==> src/rtl/idfl_pkg.sv <==
// package: widths, kind and status codes, and handshake structs for the id allocator
`timescale 1ns / 1ps

package idfl_pkg;

    // table size and origin widths
    localparam int NUM_IDS       = 256;
    localparam int LINE_BITS     = 20;
    localparam int FILE_TAG_BITS = 16;

    // derived widths
    localparam int IDX_W  = (NUM_IDS > 1) ? $clog2(NUM_IDS) : 1;
    localparam int CNT_W  = IDX_W + 1;
    localparam int LINK_W = IDX_W + 1;
    localparam int ORIG_W = FILE_TAG_BITS + LINE_BITS;

    // fixed field widths of the channels
    localparam int KIND_W    = 2;
    localparam int REL_W     = 8;
    localparam int GRANT_W   = 8;
    localparam int STATUS_W  = 2;
    localparam int PENDING_W = 9;

    // request kinds
    localparam logic [KIND_W-1:0] KIND_ALLOC   = 2'd0;
    localparam logic [KIND_W-1:0] KIND_RELEASE = 2'd1;
    localparam logic [KIND_W-1:0] KIND_FLUSH   = 2'd2;

    // result status codes
    localparam logic [STATUS_W-1:0] ST_OK    = 2'd0;
    localparam logic [STATUS_W-1:0] ST_FULL  = 2'd1;
    localparam logic [STATUS_W-1:0] ST_RANGE = 2'd2;
    localparam logic [STATUS_W-1:0] ST_FREE  = 2'd3;

    // controller states
    typedef enum logic [0:0] {
        S_IDLE,
        S_EXEC
    } ctrl_state_t;

    // controller to datapath
    typedef struct packed {
        logic accept;
        logic exec;
    } ctrl_cmd_t;

    // datapath to controller
    typedef struct packed {
        logic out_free;
    } dp_sts_t;

endpackage

==> src/rtl/idfl_ram.sv <==
// generic single write port ram with registered read
`timescale 1ns / 1ps

module idfl_ram #(
    parameter int WIDTH = 8,
    parameter int DEPTH = 256,
    parameter int ADDR_W = (DEPTH > 1) ? $clog2(DEPTH) : 1
) (
    input  logic              clk,
    input  logic              wr_en,
    input  logic [ADDR_W-1:0] wr_addr,
    input  logic [WIDTH-1:0]  wr_data,
    input  logic [ADDR_W-1:0] rd_addr,
    output logic [WIDTH-1:0]  rd_data
);

    logic [WIDTH-1:0] mem [DEPTH];
    logic [WIDTH-1:0] rd_data_reg;

    // write port
    always_ff @(posedge clk)
    begin
        if (wr_en)
        begin
            mem[wr_addr] <= wr_data;
        end
    end

    // registered read port
    always_ff @(posedge clk)
    begin
        rd_data_reg <= mem[rd_addr];
    end

    assign rd_data = rd_data_reg;

endmodule

==> src/rtl/idfl_dp.sv <==
// datapath: live bit store, free list, high-water mark, counts and result registers
`timescale 1ns / 1ps

module idfl_dp
    import idfl_pkg::*;
(
    input  logic                     clk,
    input  logic                     rst_n,
    input  ctrl_cmd_t                cmd,
    output dp_sts_t                  sts,
    input  logic [KIND_W-1:0]        kind,
    input  logic [REL_W-1:0]         release_id,
    input  logic [FILE_TAG_BITS-1:0] origin_file_tag,
    input  logic [LINE_BITS-1:0]     origin_line,
    output logic                     out_valid,
    input  logic                     out_ready,
    output logic [GRANT_W-1:0]       granted_id,
    output logic [STATUS_W-1:0]      status,
    output logic [PENDING_W-1:0]     pending_count
);

    localparam int CMP_W = (REL_W > CNT_W) ? REL_W : CNT_W;

    // state registers
    logic                 free_valid_reg, free_valid_next;
    logic [IDX_W-1:0]     free_head_reg,  free_head_next;
    logic [CNT_W-1:0]     hw_reg,         hw_next;
    logic [CNT_W-1:0]     count_reg,      count_next;

    // request held from accept to execute
    logic [KIND_W-1:0]        kind_reg;
    logic [REL_W-1:0]         rel_reg;
    logic [FILE_TAG_BITS-1:0] tag_reg;
    logic [LINE_BITS-1:0]     line_reg;

    // result of the execute cycle and output registers
    logic [IDX_W-1:0]     res_id;
    logic [STATUS_W-1:0]  res_status;
    logic                 out_valid_reg;
    logic [GRANT_W-1:0]   out_granted_reg;
    logic [STATUS_W-1:0]  out_status_reg;
    logic [PENDING_W-1:0] out_pending_reg;

    // memory ports
    logic                 link_wr_en;
    logic [LINK_W-1:0]    link_wr_data;
    logic [LINK_W-1:0]    link_rd_data;
    logic                 live_wr_en;
    logic [IDX_W-1:0]     live_wr_addr;
    logic                 live_wr_data;
    logic [IDX_W-1:0]     live_rd_addr;
    logic                 live_rd_data;
    logic                 orig_wr_en;
    logic [IDX_W-1:0]     alloc_id;
    logic [IDX_W-1:0]     rel_idx;

    // helpers
    logic                 hw_room;
    logic                 rel_in_range;

    // link store, read address follows the free-list head so the next link is ready
    idfl_ram #(
        .WIDTH (LINK_W),
        .DEPTH (NUM_IDS)
    ) u_link_ram (
        .clk     (clk),
        .wr_en   (link_wr_en),
        .wr_addr (rel_idx),
        .wr_data (link_wr_data),
        .rd_addr (free_head_reg),
        .rd_data (link_rd_data)
    );

    // live bit store: only the bits of ids below the high-water mark are used, and each of
    // those has been written since the last flush or reset
    idfl_ram #(
        .WIDTH (1),
        .DEPTH (NUM_IDS)
    ) u_live_ram (
        .clk     (clk),
        .wr_en   (live_wr_en),
        .wr_addr (live_wr_addr),
        .wr_data (live_wr_data),
        .rd_addr (live_rd_addr),
        .rd_data (live_rd_data)
    );

    // origin store: tag and line recorded against the granted id
    idfl_ram #(
        .WIDTH (ORIG_W),
        .DEPTH (NUM_IDS)
    ) u_orig_ram (
        .clk     (clk),
        .wr_en   (orig_wr_en),
        .wr_addr (alloc_id),
        .wr_data ({tag_reg, line_reg}),
        .rd_addr (alloc_id),
        .rd_data ()
    );

    assign rel_idx      = IDX_W'(rel_reg);
    assign live_rd_addr = cmd.accept ? IDX_W'(release_id) : rel_idx;
    assign hw_room      = (hw_reg < CNT_W'(NUM_IDS));
    assign rel_in_range = (CMP_W'(rel_reg) < CMP_W'(hw_reg));
    assign alloc_id     = free_valid_reg ? free_head_reg : hw_reg[IDX_W-1:0];

    // request capture on the accept beat
    always_ff @(posedge clk)
    begin
        if (cmd.accept)
        begin
            kind_reg <= kind;
            rel_reg  <= release_id;
            tag_reg  <= origin_file_tag;
            line_reg <= origin_line;
        end
    end

    // request execution
    always_comb
    begin
        free_valid_next = free_valid_reg;
        free_head_next  = free_head_reg;
        hw_next         = hw_reg;
        count_next      = count_reg;
        res_id          = '0;
        res_status      = ST_OK;
        link_wr_en      = 1'b0;
        link_wr_data    = free_valid_reg ? {1'b0, free_head_reg} : LINK_W'(NUM_IDS);
        live_wr_en      = 1'b0;
        live_wr_addr    = alloc_id;
        live_wr_data    = 1'b1;
        orig_wr_en      = 1'b0;
        if (cmd.exec)
        begin
            case (kind_reg)
                KIND_ALLOC:
                begin
                    if (free_valid_reg || hw_room)
                    begin
                        if (free_valid_reg)
                        begin
                            // pop: link at the head marks the bottom when out of range
                            if (link_rd_data >= LINK_W'(NUM_IDS))
                            begin
                                free_valid_next = 1'b0;
                                free_head_next  = '0;
                            end
                            else
                            begin
                                free_head_next = link_rd_data[IDX_W-1:0];
                            end
                        end
                        else
                        begin
                            hw_next = hw_reg + CNT_W'(1);
                        end
                        live_wr_en   = 1'b1;
                        live_wr_addr = alloc_id;
                        live_wr_data = 1'b1;
                        count_next   = count_reg + CNT_W'(1);
                        orig_wr_en   = 1'b1;
                        res_id       = alloc_id;
                    end
                    else
                    begin
                        res_status = ST_FULL;
                    end
                end
                KIND_RELEASE:
                begin
                    if (!rel_in_range)
                    begin
                        res_status = ST_RANGE;
                    end
                    else if (!live_rd_data)
                    begin
                        res_status = ST_FREE;
                    end
                    else
                    begin
                        // push onto the free list
                        live_wr_en   = 1'b1;
                        live_wr_addr = rel_idx;
                        live_wr_data = 1'b0;
                        if (count_reg != '0)
                        begin
                            count_next = count_reg - CNT_W'(1);
                        end
                        link_wr_en      = 1'b1;
                        free_head_next  = rel_idx;
                        free_valid_next = 1'b1;
                    end
                end
                KIND_FLUSH:
                begin
                    free_valid_next = 1'b0;
                    free_head_next  = '0;
                    hw_next         = '0;
                    count_next      = '0;
                end
                default:
                begin
                    res_status = ST_OK;
                end
            endcase
        end
    end

    // table state
    always_ff @(posedge clk or negedge rst_n)
    begin
        if (!rst_n)
        begin
            free_valid_reg <= 1'b0;
            free_head_reg  <= '0;
            hw_reg         <= '0;
            count_reg      <= '0;
        end
        else
        begin
            free_valid_reg <= free_valid_next;
            free_head_reg  <= free_head_next;
            hw_reg         <= hw_next;
            count_reg      <= count_next;
        end
    end

    // output beat valid
    always_ff @(posedge clk or negedge rst_n)
    begin
        if (!rst_n)
        begin
            out_valid_reg <= 1'b0;
        end
        else if (cmd.exec)
        begin
            out_valid_reg <= 1'b1;
        end
        else if (out_ready)
        begin
            out_valid_reg <= 1'b0;
        end
    end

    // output beat payload
    always_ff @(posedge clk)
    begin
        if (cmd.exec)
        begin
            out_granted_reg <= GRANT_W'(res_id);
            out_status_reg  <= res_status;
            out_pending_reg <= PENDING_W'(count_next);
        end
    end

    assign sts.out_free  = !out_valid_reg || out_ready;
    assign out_valid     = out_valid_reg;
    assign granted_id    = out_granted_reg;
    assign status        = out_status_reg;
    assign pending_count = out_pending_reg;

endmodule

==> config.mk <==
export PLATFORM = sky130hd
export DESIGN_NAME = idfl_dp
export DESIGN_NICKNAME = d
export VERILOG_FILES = /design/src/rtl/idfl_pkg.sv /design/src/rtl/idfl_ram.sv /design/src/rtl/idfl_dp.sv
export SDC_FILE = /design/constraint.sdc
export NUM_CORES = 2
export LEC_CHECK = 0
export BUFFER_PORTS_ARGS = -buffer_cell sky130_fd_sc_hd__clkbuf_2
export CAP_MARGIN = 25
export CORE_UTILIZATION = 37
export CTS_BUF_LIST = sky130_fd_sc_hd__clkbuf_2
export CTS_CLUSTER_SIZE = 30
export DETAILED_ROUTE_END_ITERATION = 8
export SLEW_MARGIN = 15
export SYNTH_ARGS = -nofsm -noshare
export SYNTH_HDL_FRONTEND = slang
export SYNTH_SLANG_ARGS = --single-unit
export TNS_END_PERCENT = 100
==> constraint.sdc <==
create_clock -name clk -period 8.9 [get_ports clk]
set_clock_uncertainty 0.1 [all_clocks]
set_input_delay 2.225 -clock clk [delete_from_list [all_inputs] [get_ports clk]]
set_output_delay 2.225 -clock clk [all_outputs]
set_load 0.02 [all_outputs]
# After elaboration in Yosys (flattened, before gate mapping)
# Memories as Yosys holds them, arrays and structs flattened. A register that Yosys moved wholly into a read port is not among the register bits.
# Cells that the tools add are included.
# Widths: inputs -> output; s select.
dict set report totals {
  ff_bits 57
  ramBits 2560
  mem_count 2
}
dict set report classes {
  addsub 3
  order_cmp 3
  n_eq_ne 7
  n_mux 49
  n_reduce_logical 12
}
# memory words width read_ports rd_clocked_by_memory_dff wr line_no
set memory_table {}
lappend memory_table {u_link_ram.mem 256 9 1 1 1 idfl_ram.sv:17} ;# logic [WIDTH-1:0] mem [DEPTH];
lappend memory_table {u_live_ram.mem 256 1 1 1 1 idfl_ram.sv:17}
# operator count
set ops {}
lappend ops {{$mux 8} 11}
lappend ops {{$mux 9} 8}
lappend ops {{$pmux 9 s3} 1}
lappend ops {{$pmux 8 s3} 1}
lappend ops {{$mux 1} 22}
lappend ops {{$add 9x1->9 const B} 2}
lappend ops {{$pmux 9 s2} 1}
lappend ops {{$ge 9x9->1 const B} 1}
lappend ops {{$lt 8x9->1} 1}
lappend ops {{$lt 9x9->1 const B} 1}
lappend ops {{$reduce_bool 9->1} 1}
lappend ops {{$sub 9x1->9 const B} 1}
lappend ops {{$ne 2x2->1 const B} 4}
lappend ops {{$reduce_and 6->1} 1}
lappend ops {{$reduce_and 5->1} 1}
lappend ops {{$mux 2} 2}
lappend ops {{$pmux 2 s2} 1}
lappend ops {{$reduce_and 4->1} 1}
lappend ops {{$reduce_bool 2->1} 2}
lappend ops {{$pmux 1 s3} 1}
lappend ops {{$reduce_bool 3->1} 1}
lappend ops {{$eq 2x1->1 const B} 1}
lappend ops {{$eq 2x2->1 const B} 1}
lappend ops {{$logic_not 2->1} 1}
lappend ops {{5 further kinds} 6}

# Depth between registers and ports, before layout
dict set report depth {
  depth_word 7
  depth_mapped 14
  ltp_nobuf 10
}

# Modules after synthesis
# Synthesis repeated with hierarchy kept, for this count alone.
dict set report hier_totals {
  hier_cells 5350
  hier_area_um2 103742.0
}
# module instances cells_per_inst area_per_inst_um2 seq_area_each_um2
set modules_own_cells {}
lappend modules_own_cells {{idfl_ram at u_link_ram} 1 4237 89278.1 69366.5}
lappend modules_own_cells {{idfl_ram at u_live_ram} 1 788 11128.2 7707.4}
lappend modules_own_cells {idfl_dp 1 325 3335.7 1491.4}

# Least setup slack after synthesis
# OpenSTA, ideal clock, no wires.
dict set report synth_path {
  path_type {register -> register}
  from {reg free_valid_reg}
  to {mem u_live_ram.mem[114] (enable)}
  setup_ps 300
  arrival_ps 6422
  required_ps 8500
  path_slack_ps 2078
  path_stages_with_launch 9
  n_path_buf 2
  synth_period_minus_slack_ps 6822
  cell_sequence {dfrtp_1 inv_1 clkbuf_1 a21oi_1 or2_2 mux2i_1 nand2_1 clkbuf_1 nor2_1}
}
dict set report synth_between {
  elab_chain_len 6
}
# element line_no
set synth_lines {}
lappend synth_lines {{from (decl)} idfl_dp.sv:25} ;# logic free_valid_reg, free_valid_next;
lappend synth_lines {{from (signal assigned)} idfl_dp.sv:222} ;# free_valid_reg <= free_valid_next;
lappend synth_lines {{$logic_or 1x1->1} idfl_dp.sv:139} ;# if (free_valid_reg || hw_room)
lappend synth_lines {{$mux 1} --}
lappend synth_lines {{$pmux 1 s2} idfl_dp.sv:136} ;# case (kind_reg)
lappend synth_lines {{$mux 1} idfl_dp.sv:134} ;# if (cmd.exec)
lappend synth_lines {{$mux 1} idfl_ram.sv:23} ;# if (wr_en)
lappend synth_lines {{$mux 1 (implied by the code)} idfl_ram.sv:25} ;# mem[wr_addr] <= wr_data;
lappend synth_lines {{to (decl)} idfl_ram.sv:17}
# Parallel ways exist; a longest one is shown, timed or not.

# Final worst setup path
dict set report layout_path {
  from {in out_ready}
  to {out sts}
}
dict set report layout_between {
  elab_chain_len 1
}
# element line_no
set layout_lines {}
lappend layout_lines {{from (decl)} idfl_dp.sv:16} ;# input logic out_ready,
lappend layout_lines {{$logic_or 1x1->1} idfl_dp.sv:257} ;# assign sts.out_free = !out_valid_reg || out_ready;
lappend layout_lines {{to (decl)} idfl_dp.sv:10} ;# output dp_sts_t sts,
# No other way between the ends.

==> impl_table.tex <==
\begin{tabular}{lr}
\hline
Metric & Value \\
\hline
\multicolumn{2}{l}{\textbf{Outcome}} \\
Status & complete, no violations \\
\multicolumn{2}{l}{\textbf{CTS}} \\
Number of sinks driven by the clock tree & roughly 2,600 \\
Hold-fix buffers, CTS & 0 \\
Num CTS Buffers & 667 \\
Cells resized by post-CTS repair & 0 \\
Clock input transition at the sequential cells of the worst setup and hold paths & 100 ps \\
Max Buffers Root-to-Sink & 4 \\
Cell at the root of the clock tree & sky130\_fd\_sc\_hd\_\_clkbuf\_2 \\
Latest clock arrival within the worst-skew pair & between 1500 and 2000 ps \\
Post-CTS Repair Setup Buffers & 0 \\
Max H-tree Level & 6 \\
Clock tree from TritonCTS & built \\
\multicolumn{2}{l}{\textbf{Cells and area}} \\
Reg area & $\sim$79,000 um2 \\
Final design area excluding fillers & $\sim$110,000 um2 \\
Total Nets Final & between 5,000 and 6,000 \\
Layout area overhead & 9.808\% \\
Number of filler instances in the final layout & around 25,000 \\
Count of placed standard cells in the final layout, fillers left out & roughly 9,600 \\
Flip-flop count of the largest register after layout & 2,304 \\
Footprint of the multi-input gates & 23,220 um2 \\
Commonest non-fill, non-tap cell in the layout & sky130\_fd\_sc\_hd\_\_edfxtp\_1 \\
Register with the most flip-flops & u\_link\_ram.mem \\
Leading cell types in the layout, fill and taps excluded & sky130\_fd\_sc\_hd\_\_edfxtp\_1, sky130\_fd\_sc\_hd\_\_clkbuf\_2, sky130\_fd\_sc\_hd\_\_mux4\_2, sky130\_fd\_sc\_hd\_\_nor2\_1, sky130\_fd\_sc\_hd\_\_nand2\_1 \\
Share of layout cells above drive strength 1 & 0.3255 \\
Largest regs & u\_link\_ram.mem: 2304 flops, u\_live\_ram.mem: 256 flops \\
\multicolumn{2}{l}{\textbf{Synth}} \\
Nets in the synthesized netlist & 5,030 \\
Sequential fraction of the synthesis area & 0.7624 \\
Mean Syn Cell Area & just over 20 um2 \\
EDFF count, synth & roughly 2,600 \\
Flops \& latches, synth & about 2,600 \\
Share of flip-flops with an asynchronous set or reset & 0.01066 \\
Synthesized area & approximately 100,000 um2 \\
Number of distinct library cells after synthesis & between 50 and 60 \\
Synthesis Warnings & 0 \\
Synthesized netlist cell count & approximately 5,000 \\
Top FF cell, synth & sky130\_fd\_sc\_hd\_\_edfxtp\_1 \\
\multicolumn{2}{l}{\textbf{Placed design}} \\
Number of buffers inserted by port buffering & 35 \\
Setup WS pre-CTS & around 2600 ps \\
RD Place Congestion & 0.7922 \\
Number of placed instances with taps included & 8,490 \\
HPWL after detailed placement & about 140,000 um \\
Placed Area & between 100,000 and 150,000 um2 \\
\multicolumn{2}{l}{\textbf{Min path}} \\
Type of the worst min-delay path & primary input to asynchronous set/reset pin \\
\multicolumn{2}{l}{\textbf{STA}} \\
Share of the clock period used by the worst path after layout & 0.5538 \\
Normalized max-slew margin & 0.1805 \\
F\_max & a little over 200 MHz \\
Slew @ Worst Pin & 1229 ps \\
Unrepaired setup endpoints after global routing & no \\
Final-layout setup total negative slack & 0 ps \\
Final critical-path required period & about 4900 ps \\
Fin. Hold Viols & 0 \\
Setup slack after layout & approximately 4000 ps \\
Number of pins with negative max-slew slack in the final report & 0 \\
Count of final setup violators & 0 \\
\multicolumn{2}{l}{\textbf{Worst setup path}} \\
Worst Path Arrival & 2600 ps \\
Count of cells along the worst register-to-register path & 7 \\
Crit end category & output port \\
Peak fanout along the critical path & 2 \\
Critical path startpoint category & primary input \\
Data required, critical path & 6580 ps \\
Worst Setup Path Type & primary input to output port \\
\multicolumn{2}{l}{\textbf{Detailed routing}} \\
Wire length per cell after detailed routing & 25.77 um \\
Remaining routing DRC violations & 0 \\
Number of detailed-routing iterations run before antenna repair & 8 \\
Number of vias in the routed layout & about 52,000 \\
Number of antenna-violating nets in the routed design & 0 \\
Initial DRC count & between 4,000 and 5,000 \\
Vias per Instance & between 5 and 6 \\
Final wirelength & between 200,000 and 250,000 um \\
\multicolumn{2}{l}{\textbf{Power and ir drop}} \\
Areal power density over the cells & approximately 250 nW/um2 \\
Pwr Total & around 28,000 uW \\
Peak supply drop & approximately 210 uV \\
Leakage & $\sim$0.037 uW \\
\multicolumn{2}{l}{\textbf{GRT}} \\
Wire length of the first global-routing pass & between 300,000 and 400,000 um \\
Total global routing overflow & 0 \\
Maximum number of pins on one net before global-route repair & between 200 and 250 \\
Antenna violations before repair & 8 \\
Global router's overall resource usage & 0.1748 \\
Vias in the first global route & between 50,000 and 60,000 \\
\multicolumn{2}{l}{\textbf{Die}} \\
Placeable core region & approximately 280,000 um2 \\
I/O pins & $\sim$70 \\
Starting density of the core & 0.3724 \\
Die boundary height & around 530 um \\
Number of core rows & just under 200 \\
Die area & 280,600 um2 \\
Die width & 529.7 um \\
\multicolumn{2}{l}{\textbf{Flow run}} \\
Max-capacitance violation count & 0 \\
\hline
\end{tabular}
==> critical path, cell delays in order <==
cell and delay (ps):
sky130_fd_sc_hd__clkbuf_2 80, sky130_fd_sc_hd__nand2b_1 140, sky130_fd_sc_hd__clkbuf_2 160
==> synth_stat cells, types with 22 or more instances <==
master / number / area [um2]
sky130_fd_sc_hd__mux2i_1: 64 / 640.6
sky130_fd_sc_hd__clkbuf_1: 193 / 724.4
sky130_fd_sc_hd__nand2_1: 190 / 713.2
sky130_fd_sc_hd__dfrtp_1: 28 / 700.7
sky130_fd_sc_hd__nor2_1: 564 / 2117
sky130_fd_sc_hd__nand3_1: 62 / 310.3
sky130_fd_sc_hd__a22oi_1: 80 / 600.6
sky130_fd_sc_hd__buf_1: 27 / 101.4
sky130_fd_sc_hd__a21oi_1: 85 / 425.4
sky130_fd_sc_hd__buf_2: 69 / 345.3
sky130_fd_sc_hd__inv_1: 22 / 82.58
sky130_fd_sc_hd__edfxtp_1: 2581 / 77500
sky130_fd_sc_hd__nand2b_1: 22 / 137.6
sky130_fd_sc_hd__mux4_2: 737 / 16600
==> power breakdown <==
part | internal, uW | leakage, uW | total, uW | switching, uW
Combinational | 2790 | 0.00741 | 6260 | 3470
Sequential | 13700 | 0.0252 | 14000 | 236
Clock | 3040 | 0.00437 | 7730 | 4690
==> cells by family after synthesis <==
family,synth area share
and+or+nand+nor,0.03774
buffers and inverters,0.01337
adders and majority gates,0.001700
AOI/OAI and AO/OA,0.01638
DFF,0.7624
xor gates and xnor gates,0.0003399
muxes,0.1681
==> final cells by class <==
type | instances | area share
Sequential cell | 2627 | 0.6944
Multi-Input combinational cell | 2012 | 0.2052
Clock buffer | 971 | 0.04295
Tap cell | 3705 | 0.04097
Timing Repair Buffer | 128 | 0.009421
Clock inverter | 129 | 0.005960
Inverter | 22 | 0.0008625
Antenna cell | 8 | 0.0001769
==> path summary, 6_finish.rpt <==
kind	from	slack [ps]	to
setup reg to reg	free_head_reg[0]$_DFFE_PN0P_	3980	u_link_ram.rd_data[4]$_DFF_P_
max in group asynchronous	rst_n	7560	free_head_reg[0]$_DFFE_PN0P_
min in group clk	out_valid$_DFFE_PN0P_	430	out_valid$_DFFE_PN0P_
hold reg to reg	out_valid$_DFFE_PN0P_	430	out_valid$_DFFE_PN0P_
setup / recovery	out_ready	3970	sts
hold / removal	rst_n	410	count_reg[4]$_DFF_PN0_
==> per-layer routing <==
layer / track usage / vias up / share of wire / routed length [um]
met5: 0 / - / 0 / 0
met4: 0.06569 / 0 / 0.029 / 7169
met3: 0.04456 / 384 / 0.081 / 20140
met2: 0.2699 / 2183 / 0.47 / 116700
met1: 0.2384 / 27390 / 0.42 / 103400
li1: - / 21820 / - / -
==> per-stage QoR <==
step / utilization / hold WS (ps)
6_report: 0.4089 / 407.1
5_1_grt: 0.4089 / 240.2
4_1_cts: 0.4085 / 134.2
3_3_place_gp: 0.3884 / 395.4
3_5_place_dp: 0.3885 / 407.6
2_1_floorplan: - / 406.0
Note: power is estimated with default switching activity, not from simulation.
